==> config.mk <==
export PLATFORM = sky130hd
export DESIGN_NAME = page_buffer_lru_tag_controller
export DESIGN_NICKNAME = d
export VERILOG_FILES = /design/src/design/pblru_pkg.sv /design/src/design/pblru_front.sv /design/src/design/pblru_back.sv /design/src/design/page_buffer_lru_tag_controller.sv
export SDC_FILE = /design/constraint.sdc
export NUM_CORES = 2
export LEC_CHECK = 0
export BUFFER_PORTS_ARGS = -buffer_cell sky130_fd_sc_hd__buf_2
export CAP_MARGIN = 20
export CORE_MARGIN = 4
export CORE_UTILIZATION = 60
export DETAILED_ROUTE_END_ITERATION = 12
export PLACE_DENSITY_LB_ADDON = 0.25
export SLEW_MARGIN = 40
export SYNTH_ARGS = -nofsm -noshare
export SYNTH_HDL_FRONTEND = slang
export SYNTH_SLANG_ARGS = --single-unit
==> constraint.sdc <==
create_clock -name clk -period 7.9 [get_ports clk]
set_input_delay 1.58 -clock clk [delete_from_list [all_inputs] [get_ports clk]]
set_output_delay 1.58 -clock clk [all_outputs]
set_load 0.01 [all_outputs]
==> src/design/pblru_pkg.sv <==
`timescale 1ns / 1ps
package pblru_pkg;

  localparam int SLOT_COUNT_DEF = 16;
  localparam int FILE_COUNT_DEF = 8;

  // command codes on the port
  localparam logic [2:0] CMD_OPEN     = 3'd0;
  localparam logic [2:0] CMD_CLOSE    = 3'd1;
  localparam logic [2:0] CMD_ALLOC    = 3'd2;
  localparam logic [2:0] CMD_LOAD     = 3'd3;
  localparam logic [2:0] CMD_TOUCH_RD = 3'd4;
  localparam logic [2:0] CMD_TOUCH_WR = 3'd5;

  // classified operations handed to the back end
  localparam logic [2:0] OP_NOP      = 3'd0;
  localparam logic [2:0] OP_OPEN     = 3'd1;
  localparam logic [2:0] OP_CLOSE    = 3'd2;
  localparam logic [2:0] OP_ALLOC    = 3'd3;
  localparam logic [2:0] OP_LOAD     = 3'd4;
  localparam logic [2:0] OP_TOUCH_RD = 3'd5;
  localparam logic [2:0] OP_TOUCH_WR = 3'd6;

  localparam logic [1:0] ST_OK          = 2'd0;
  localparam logic [1:0] ST_NO_FILE     = 2'd1;
  localparam logic [1:0] ST_CLOSED_LOAD = 2'd2;
  localparam logic [1:0] ST_CLOSED_WB   = 2'd3;

  typedef struct packed {
    logic [2:0]  op;
    logic [2:0]  file;
    logic [31:0] page;
    logic [3:0]  slot;
  } item_t;

  typedef struct packed {
    logic [1:0]  status;
    logic [3:0]  slot_out;
    logic        hit;
    logic [2:0]  opened_file;
    logic        write_back;
    logic [2:0]  victim_file;
    logic [31:0] victim_page;
    logic        read_in;
    logic        last;
  } result_t;

  typedef struct packed {
    logic  valid;
    item_t item;
  } queue_out_t;

  function automatic result_t mk_res(logic [1:0] st, logic [3:0] slot, logic hit,
                                     logic [2:0] opened, logic wb, logic [2:0] vf,
                                     logic [31:0] vp, logic rd, logic last);
    result_t r;
    r.status      = st;
    r.slot_out    = slot;
    r.hit         = hit;
    r.opened_file = opened;
    r.write_back  = wb;
    r.victim_file = vf;
    r.victim_page = vp;
    r.read_in     = rd;
    r.last        = last;
    return r;
  endfunction

endpackage

==> src/design/pblru_front.sv <==
`timescale 1ns / 1ps
module pblru_front import pblru_pkg::*; (
  input  logic        clk,
  input  logic        rst,
  input  logic        start,
  input  logic [2:0]  command,
  input  logic [2:0]  file_id,
  input  logic [31:0] page_number,
  input  logic [3:0]  slot_id,
  output logic        busy,
  output queue_out_t  q_out,
  input  logic        q_take
);

  item_t      q_mem [2];
  logic       wr_ptr;
  logic       rd_ptr;
  logic [1:0] cnt;
  item_t      cls;
  logic       push;
  logic       pop;

  always_comb begin
    cls.file = file_id;
    cls.page = page_number;
    cls.slot = slot_id;
    case (command)
      CMD_OPEN:     cls.op = OP_OPEN;
      CMD_CLOSE:    cls.op = OP_CLOSE;
      CMD_ALLOC:    cls.op = OP_ALLOC;
      CMD_LOAD:     cls.op = OP_LOAD;
      CMD_TOUCH_RD: cls.op = OP_TOUCH_RD;
      CMD_TOUCH_WR: cls.op = OP_TOUCH_WR;
      default:      cls.op = OP_NOP;
    endcase
  end

  assign busy        = (cnt == 2'd2);
  assign push        = start && !busy;
  assign pop         = q_take && (cnt != 2'd0);
  assign q_out.valid = (cnt != 2'd0);
  assign q_out.item  = q_mem[rd_ptr];

  always_ff @(posedge clk) begin
    if (push) begin
      q_mem[wr_ptr] <= cls;
    end
  end

  always_ff @(posedge clk) begin
    if (rst) begin
      wr_ptr <= 1'b0;
      rd_ptr <= 1'b0;
      cnt    <= 2'd0;
    end else begin
      if (push) begin
        wr_ptr <= !wr_ptr;
      end
      if (pop) begin
        rd_ptr <= !rd_ptr;
      end
      case ({push, pop})
        2'b10:   cnt <= cnt + 2'd1;
        2'b01:   cnt <= cnt - 2'd1;
        default: cnt <= cnt;
      endcase
    end
  end

endmodule

==> src/design/pblru_back.sv <==
`timescale 1ns / 1ps
module pblru_back import pblru_pkg::*; #(
  parameter int SLOT_COUNT = SLOT_COUNT_DEF,
  parameter int FILE_COUNT = FILE_COUNT_DEF
) (
  input  logic       clk,
  input  logic       rst,
  input  queue_out_t q_out,
  output logic       q_take,
  output logic       res_strobe,
  output result_t    res
);

  localparam int SW   = (SLOT_COUNT > 1) ? $clog2(SLOT_COUNT) : 1;
  localparam int FW   = (FILE_COUNT > 1) ? $clog2(FILE_COUNT) : 1;
  localparam int SCW  = $clog2(SLOT_COUNT + 1);
  localparam int FCW  = $clog2(FILE_COUNT + 1);
  localparam int FIW  = (FW > 3) ? FW : 3;
  localparam int SIW  = (SW > 4) ? SW : 4;

  localparam logic [2:0] S_IDLE  = 3'd0;
  localparam logic [2:0] S_RUN   = 3'd1;
  localparam logic [2:0] S_PLACE = 3'd2;
  localparam logic [2:0] S_CLOSE = 3'd3;
  localparam logic [2:0] S_FIN   = 3'd4;

  logic [2:0]      slot_file    [SLOT_COUNT];
  logic [31:0]     slot_page    [SLOT_COUNT];
  logic [SW-1:0]   slot_rank    [SLOT_COUNT];
  logic [SW-1:0]   free_stack   [SLOT_COUNT];
  logic [FW-1:0]   handle_stack [FILE_COUNT];
  logic [SLOT_COUNT-1:0] resident;
  logic [SLOT_COUNT-1:0] dirty;
  logic [FILE_COUNT-1:0] file_open;
  logic [SCW-1:0]  fcnt;
  logic [FCW-1:0]  hcnt;

  logic [2:0]      state;
  item_t           cur;
  logic [SW-1:0]   idx;
  logic            hit_reg;
  logic [SW-1:0]   hit_idx;
  logic [SW-1:0]   vic_idx;
  logic [SW-1:0]   top_slot;
  logic [FW-1:0]   top_file;

  logic [SCW-1:0]  fcnt_m1;
  logic [FCW-1:0]  hcnt_m1;
  logic            match_any;
  logic [SW-1:0]   match_idx;
  logic [SW-1:0]   lru_idx;
  logic [SIW-1:0]  sx;
  logic            touch_ok;
  logic [SW-1:0]   ts;

  function automatic logic is_open(logic [2:0] f, logic [FILE_COUNT-1:0] om);
    logic [FIW-1:0] fx;
    fx = FIW'(f);
    return (fx < FILE_COUNT) && om[fx[FW-1:0]];
  endfunction

  assign fcnt_m1  = fcnt - 1'b1;
  assign hcnt_m1  = hcnt - 1'b1;
  assign sx       = SIW'(cur.slot);
  assign touch_ok = (sx < SLOT_COUNT) && resident[sx[SW-1:0]];
  assign ts       = sx[SW-1:0];
  assign q_take   = (state == S_IDLE) && q_out.valid;

  // tag compare and LRU pick: the LRU slot holds the top rank when the pool is full
  always_comb begin
    match_any = 1'b0;
    match_idx = '0;
    lru_idx   = '0;
    for (int i = SLOT_COUNT - 1; i >= 0; i--) begin
      if (resident[i] && slot_file[i] == cur.file && slot_page[i] == cur.page) begin
        match_any = 1'b1;
        match_idx = SW'(i);
      end
      if (resident[i] && slot_rank[i] == SW'(SLOT_COUNT - 1)) begin
        lru_idx = SW'(i);
      end
    end
  end

  always_ff @(posedge clk) begin
    if (rst) begin
      state      <= S_IDLE;
      res_strobe <= 1'b0;
      resident   <= '0;
      dirty      <= '0;
      file_open  <= '0;
      fcnt       <= SCW'(SLOT_COUNT);
      hcnt       <= FCW'(FILE_COUNT);
      for (int i = 0; i < SLOT_COUNT; i++) begin
        free_stack[i] <= SW'(SLOT_COUNT - 1 - i);
      end
      for (int i = 0; i < FILE_COUNT; i++) begin
        handle_stack[i] <= FW'(FILE_COUNT - 1 - i);
      end
    end else begin
      res_strobe <= 1'b0;
      case (state)
        S_IDLE: begin
          if (q_out.valid) begin
            cur   <= q_out.item;
            state <= S_RUN;
          end
        end
        S_RUN: begin
          hit_reg  <= match_any;
          hit_idx  <= match_idx;
          vic_idx  <= lru_idx;
          top_slot <= free_stack[fcnt_m1[SW-1:0]];
          top_file <= handle_stack[hcnt_m1[FW-1:0]];
          idx      <= '0;
          case (cur.op)
            OP_OPEN, OP_ALLOC, OP_LOAD: state <= S_PLACE;
            OP_CLOSE: begin
              if (is_open(cur.file, file_open)) begin
                state <= S_CLOSE;
              end else begin
                res_strobe <= 1'b1;
                res   <= mk_res(ST_OK, '0, 1'b0, '0, 1'b0, '0, '0, 1'b0, 1'b1);
                state <= S_IDLE;
              end
            end
            OP_TOUCH_RD, OP_TOUCH_WR: begin
              res_strobe <= 1'b1;
              res   <= mk_res(ST_OK, cur.slot, touch_ok, '0, 1'b0, '0, '0, 1'b0, 1'b1);
              if (touch_ok) begin
                if (cur.op == OP_TOUCH_WR) begin
                  dirty[ts] <= 1'b1;
                end
                for (int i = 0; i < SLOT_COUNT; i++) begin
                  if (resident[i] && slot_rank[i] < slot_rank[ts]) begin
                    slot_rank[i] <= slot_rank[i] + 1'b1;
                  end
                end
                slot_rank[ts] <= '0;
              end
              state <= S_IDLE;
            end
            default: begin
              res_strobe <= 1'b1;
              res   <= mk_res(ST_OK, '0, 1'b0, '0, 1'b0, '0, '0, 1'b0, 1'b1);
              state <= S_IDLE;
            end
          endcase
        end
        S_PLACE: begin
          res_strobe <= 1'b1;
          state      <= S_IDLE;
          if (cur.op == OP_OPEN) begin
            if (hcnt == '0) begin
              res <= mk_res(ST_NO_FILE, '0, 1'b0, '0, 1'b0, '0, '0, 1'b0, 1'b1);
            end else begin
              file_open[top_file] <= 1'b1;
              hcnt <= hcnt_m1;
              res  <= mk_res(ST_OK, '0, 1'b0, 3'(top_file), 1'b0, '0, '0, 1'b0, 1'b1);
            end
          end else if (hit_reg) begin
            res <= mk_res(ST_OK, 4'(hit_idx), 1'b1, '0, 1'b0, '0, '0, 1'b0, 1'b1);
          end else if (cur.op == OP_LOAD && !is_open(cur.file, file_open)) begin
            res <= mk_res(ST_CLOSED_LOAD, '0, 1'b0, '0, 1'b0, '0, '0, 1'b0, 1'b1);
          end else if (fcnt == '0) begin
            if (dirty[vic_idx] && !is_open(slot_file[vic_idx], file_open)) begin
              res <= mk_res(ST_CLOSED_WB, '0, 1'b0, '0, 1'b0, '0, '0, 1'b0, 1'b1);
            end else begin
              // evict and refill the same slot in place: the free stack is not touched
              res <= mk_res(ST_OK, 4'(vic_idx), 1'b0, '0, dirty[vic_idx],
                            dirty[vic_idx] ? slot_file[vic_idx] : 3'd0,
                            dirty[vic_idx] ? slot_page[vic_idx] : 32'd0,
                            cur.op == OP_LOAD, 1'b1);
              for (int i = 0; i < SLOT_COUNT; i++) begin
                if (resident[i] && SW'(i) != vic_idx) begin
                  slot_rank[i] <= slot_rank[i] + 1'b1;
                end
              end
              slot_rank[vic_idx] <= '0;
              dirty[vic_idx]     <= 1'b0;
              slot_file[vic_idx] <= cur.file;
              slot_page[vic_idx] <= cur.page;
            end
          end else begin
            res <= mk_res(ST_OK, 4'(top_slot), 1'b0, '0, 1'b0, '0, '0,
                          cur.op == OP_LOAD, 1'b1);
            for (int i = 0; i < SLOT_COUNT; i++) begin
              if (resident[i]) begin
                slot_rank[i] <= slot_rank[i] + 1'b1;
              end
            end
            resident[top_slot]  <= 1'b1;
            dirty[top_slot]     <= 1'b0;
            slot_rank[top_slot] <= '0;
            slot_file[top_slot] <= cur.file;
            slot_page[top_slot] <= cur.page;
            fcnt <= fcnt_m1;
          end
        end
        S_CLOSE: begin
          // walk slots in ascending order, one per cycle
          if (resident[idx] && slot_file[idx] == cur.file) begin
            if (dirty[idx]) begin
              res_strobe <= 1'b1;
              res <= mk_res(ST_OK, 4'(idx), 1'b0, '0, 1'b1, cur.file, slot_page[idx],
                            1'b0, 1'b0);
            end
            for (int i = 0; i < SLOT_COUNT; i++) begin
              if (resident[i] && SW'(i) != idx && slot_rank[i] > slot_rank[idx]) begin
                slot_rank[i] <= slot_rank[i] - 1'b1;
              end
            end
            resident[idx] <= 1'b0;
            dirty[idx]    <= 1'b0;
            if (fcnt < SLOT_COUNT) begin
              free_stack[fcnt[SW-1:0]] <= idx;
              fcnt <= fcnt + 1'b1;
            end
          end
          if (idx == SW'(SLOT_COUNT - 1)) begin
            state <= S_FIN;
          end else begin
            idx <= idx + 1'b1;
          end
        end
        S_FIN: begin
          file_open[FW'(cur.file)] <= 1'b0;
          if (hcnt < FILE_COUNT) begin
            handle_stack[hcnt[FW-1:0]] <= FW'(cur.file);
            hcnt <= hcnt + 1'b1;
          end
          res_strobe <= 1'b1;
          res   <= mk_res(ST_OK, '0, 1'b0, '0, 1'b0, '0, '0, 1'b0, 1'b1);
          state <= S_IDLE;
        end
        default: state <= S_IDLE;
      endcase
    end
  end

endmodule

==> src/design/page_buffer_lru_tag_controller.sv <==
`timescale 1ns / 1ps
// Tag and LRU controller of a page buffer pool. Issue a command by raising
// start while busy is low; a two-entry command queue lets up to two commands
// wait while one executes. Results come out one per cycle on result_strobe
// and cannot be stalled, in command order; the final result of a command has
// last set. Touch, unused codes and a close of a file that is not open give
// their result straight from the tag compare and stack read step; open,
// allocate and load go on to place or evict, and a close of an open file
// walks every slot once and then gives its final result.
module page_buffer_lru_tag_controller import pblru_pkg::*; #(
  parameter int SLOT_COUNT = SLOT_COUNT_DEF,
  parameter int FILE_COUNT = FILE_COUNT_DEF
) (
  input  logic        clk,
  input  logic        rst,
  input  logic        start,
  output logic        busy,
  input  logic [2:0]  command,
  input  logic [2:0]  file_id,
  input  logic [31:0] page_number,
  input  logic [3:0]  slot_id,
  output logic        result_strobe,
  output logic [1:0]  status,
  output logic [3:0]  slot_out,
  output logic        hit,
  output logic [2:0]  opened_file,
  output logic        write_back,
  output logic [2:0]  victim_file,
  output logic [31:0] victim_page,
  output logic        read_in,
  output logic        last
);

  queue_out_t q_out;
  logic       q_take;
  result_t    res;

  pblru_front u_front (
    .clk         (clk),
    .rst         (rst),
    .start       (start),
    .command     (command),
    .file_id     (file_id),
    .page_number (page_number),
    .slot_id     (slot_id),
    .busy        (busy),
    .q_out       (q_out),
    .q_take      (q_take)
  );

  pblru_back #(
    .SLOT_COUNT (SLOT_COUNT),
    .FILE_COUNT (FILE_COUNT)
  ) u_back (
    .clk        (clk),
    .rst        (rst),
    .q_out      (q_out),
    .q_take     (q_take),
    .res_strobe (result_strobe),
    .res        (res)
  );

  assign status      = res.status;
  assign slot_out    = res.slot_out;
  assign hit         = res.hit;
  assign opened_file = res.opened_file;
  assign write_back  = res.write_back;
  assign victim_file = res.victim_file;
  assign victim_page = res.victim_page;
  assign read_in     = res.read_in;
  assign last        = res.last;

  a_err_last: assert property (@(posedge clk) disable iff (rst)
    result_strobe && status != ST_OK |-> last)
    else $error("error result without last");

  a_wb_ok: assert property (@(posedge clk) disable iff (rst)
    result_strobe && write_back |-> status == ST_OK && !hit)
    else $error("write-back on error or hit");

  a_hit_clean: assert property (@(posedge clk) disable iff (rst)
    result_strobe && hit |-> !read_in && last)
    else $error("hit asks for fill");

endmodule

==> flow_summary.toml <==
[worst_setup_path]
arrival_ps = 5800
crit_required_ps = 8480
cp-end-kind = "flip-flop"
cp_max_fo = 31
cp-start-kind = "flip-flop"
setup.worst_path.class = "flip-flop to flip-flop"

[routing]
routed_wl_mm = 205
vias_per_cell = 7.35
route.met2.wl_mm = 92.2
post-route-drc-count = 0
wl_met3_mm = 24.8
avgRoutedWirePerCell_um = 38.2
met1Wirelength_mm = 68.7
final_antenna_net_count = 0
highest-signal-layer = "met5"
vias = 39468
drt_pre_antenna_iters = 11
drt_iter0_drc = 6471

[synthesis]
synth-main-ff-cell = "edfxtp_1"
synth_edf_count = 842
yosys_warnings = 0
synth_area_leader_cell = "edfxtp_1"
yosysMostFrequentCell = "edfxtp_1"
synth.area.top_cells = "edfxtp_1 (46%), mux4_2 (17%), xor2_1 (5.9%)"
syn_area_um2 = 55200
synth-async-reset-ratio = 0
ys_types = 77
synth.top_cell.area_share = 0.458
syn_nets = 4274
syn_area_per_cell_um2 = 13.6
synth-seq-cells = 967
yosysSeqAreaShare = 0.503
synth_cells = 4069
yosys-top-cells-count = "edfxtp_1 (842), mux4_2 (422), xor2_1 (372)"

[power_and_ir_drop]
p_clk_frac = 0.331
p_per_area_nw_per_um2 = 250
vdd_drop_max_uv = 218
power.switching_w = 0.00496
swShare = 0.327
combPwrFrac = 0.262
leakage_nw = 20.2
seq_power_share = 0.407
intPower_w = 0.0102

[global_routing]
overflow = 0
grt_max_degree = 68
grt_pass1_vias = 37280
antenna_found_initial = 10
grt_pass1_wl_mm = 286
grt_use_total = 0.419

[timing]
max_slew_margin = 0.337
timing.hold.ws_ps = 502
worst_slack_ps = 2670
slew_viol_final = 0
fmax_mhz = 191
rsz0062_at_grt = "false"
setup_viol = 0
finalHoldViolCount = 0
fin_crit_ps = 5230
fin_skew_ps = 39.3
finalSetupTns_ps = 0
fin_crit_sh = 0.662
worst_pin_slew_ps = 988

[floorplan]
ios = 95
die_w_um = 311
die_h_um = 311
core_um2 = 90700
dieArea_um2 = 96900
rows = 110
start_util = 0.609

[layout]
regMostFlops = "u_back.slot_page"
nNetsFinal = 4302
largest_register_ffs = 512
synthToLayoutAreaGrowth_pct = 10.2
design_area_um2 = 60800
top_regs = "u_back.slot_page: 512 flops, u_front.q_mem: 84 flops"
layout-drive-gt1-share = 0.221
final_util = 0.671

[clocking]
post-cts-setup-buffer-count = 0
clkTransAtPathRegs_ps = 60
root_buffer = "clkbuf_16"
cts_resized = 0
cts_buffers = 102
clock_latency_ps = 730
cts_buffer_depth = 3
cts.sinks = 967
postCtsHoldBufs = 0
h-tree-depth = 3
cts_tree = "yes"

[place]
port_buffers = 94
place_congestion = 1.02
hpwl_mm = 146
place_ws_ps = 2720
placed_area_um2 = 57300

[outcome]
status = "complete, no violations"

[min_path]
hold_class = "flip-flop to flip-flop"

[flow_run]
cap_violations = 0
## metrics by stage
| stage | total power [W] | cells |
|---|---|---|
| 2_1_floorplan | 0.00860 | 4069 |
| 3_3_place_gp | 0.0101 | 5159 |
| 3_5_place_dp | 0.0101 | 5167 |
| 4_1_cts | 0.0151 | 5360 |
| 5_1_grt | 0.0156 | 5362 |
| 6_report | 0.0152 | 5367 |
## layout by cell type (no fill, tap or decap), types with 21 or more instances in the layout
master | synthesis | routed
edfxtp_1 | 842 | 842
mux4_2 | 422 | 422
xor2_1 | 372 | 370
xnor2_1 | 244 | 243
nor2_1 | 192 | 184
nand2_1 | 169 | 169
ha_1 | 156 | 156
a21oi_1 | 151 | 140
o21ai_0 | 129 | 129
dfxtp_1 | 125 | 119
nand4_1 | 108 | 108
clkbuf_16 | 0 | 103
nor4_1 | 109 | 94
buf_2 | 7 | 94
buf_4 | 1 | 91
nand3_1 | 85 | 85
inv_1 | 85 | 83
nor3_1 | 65 | 63
mux2_2 | 51 | 51
nor2b_1 | 46 | 45
or3_1 | 42 | 42
a22o_1 | 38 | 38
nand2b_1 | 38 | 38
mux2i_1 | 28 | 28
and2_1 | 29 | 28
a211oi_1 | 28 | 28
and3_1 | 29 | 27
or2_2 | 25 | 25
clkbuf_1 | 212 | 21
## cell type report
cell class	instances	area (um^2)
fillers	6498	29900
clock inverters	64	741
diodes	5	12.5
repair buffers	202	1430
multi-input cells	2737	26300
flip-flops and latches	967	27800
well taps	1176	1470
clock buffers	129	2730
inverters	87	328
## power by group through the flow
stage | sequential, W | clock [W] | combinational (W)
6_report | 0.00618 | 0.00502 | 0.00398
5_1_grt | 0.00620 | 0.00525 | 0.00412
3_5_place_dp | 0.00628 | 0 | 0.00385
2_1_floorplan | 0.00624 | 0 | 0.00236
4_1_cts | 0.00618 | 0.00504 | 0.00387
3_3_place_gp | 0.00629 | 0 | 0.00377
## layer usage
layer  global-route usage  vias to the layer above
met4                0.306                        4
met5                    0                        -
met1                0.526                    19821
met2                0.635                     3075
li1                     -                    15858
met3                0.108                      710
## worst max-delay path, stage by stage, from the launching register on
cell and delay, ps:
dfxtp_4 650, buf_4 740, mux4_2 420, mux4_2 500
xnor2_2 150, nand4_2 260, or3_4 640, or3_1 530
inv_1 110, ha_1 230, a21o_1 170, a21oi_1 170
xor2_1 160, nand2_1 80, xor2_1 160, nor2_1 50
## worst paths after layout
kind | startpoint | endpoint | slack [ps] | cells past startpoint
setup / recovery | flip-flop | u_back.slot_rank[8][3] | 2670 | 15
hold / removal | u_back.dirty[8] | u_back.dirty[8] | 500 | 2
setup reg to reg | flip-flop | u_back.slot_rank[8][3] | 2670 | 15
hold reg to reg | u_back.dirty[8] | u_back.dirty[8] | 500 | 2
## kinds of logic (layout without fill, tap and decap cells)
group / after synthesis / after routing / share of synthesized area
xor gates and xnor gates: 617 / 617 / 0.0980
AOI/OAI and AO/OA: 477 / 477 / 0.0540
adders and majority gates: 160 / 160 / 0.0368
muxes: 505 / 505 / 0.190
and+or+nand+nor: 978 / 978 / 0.0927
DFF: 967 / 967 / 0.503
other: 0 / 5 / 0
buffers and inverters: 365 / 482 / 0.0255
Note: power is estimated with default switching activity, not from simulation.
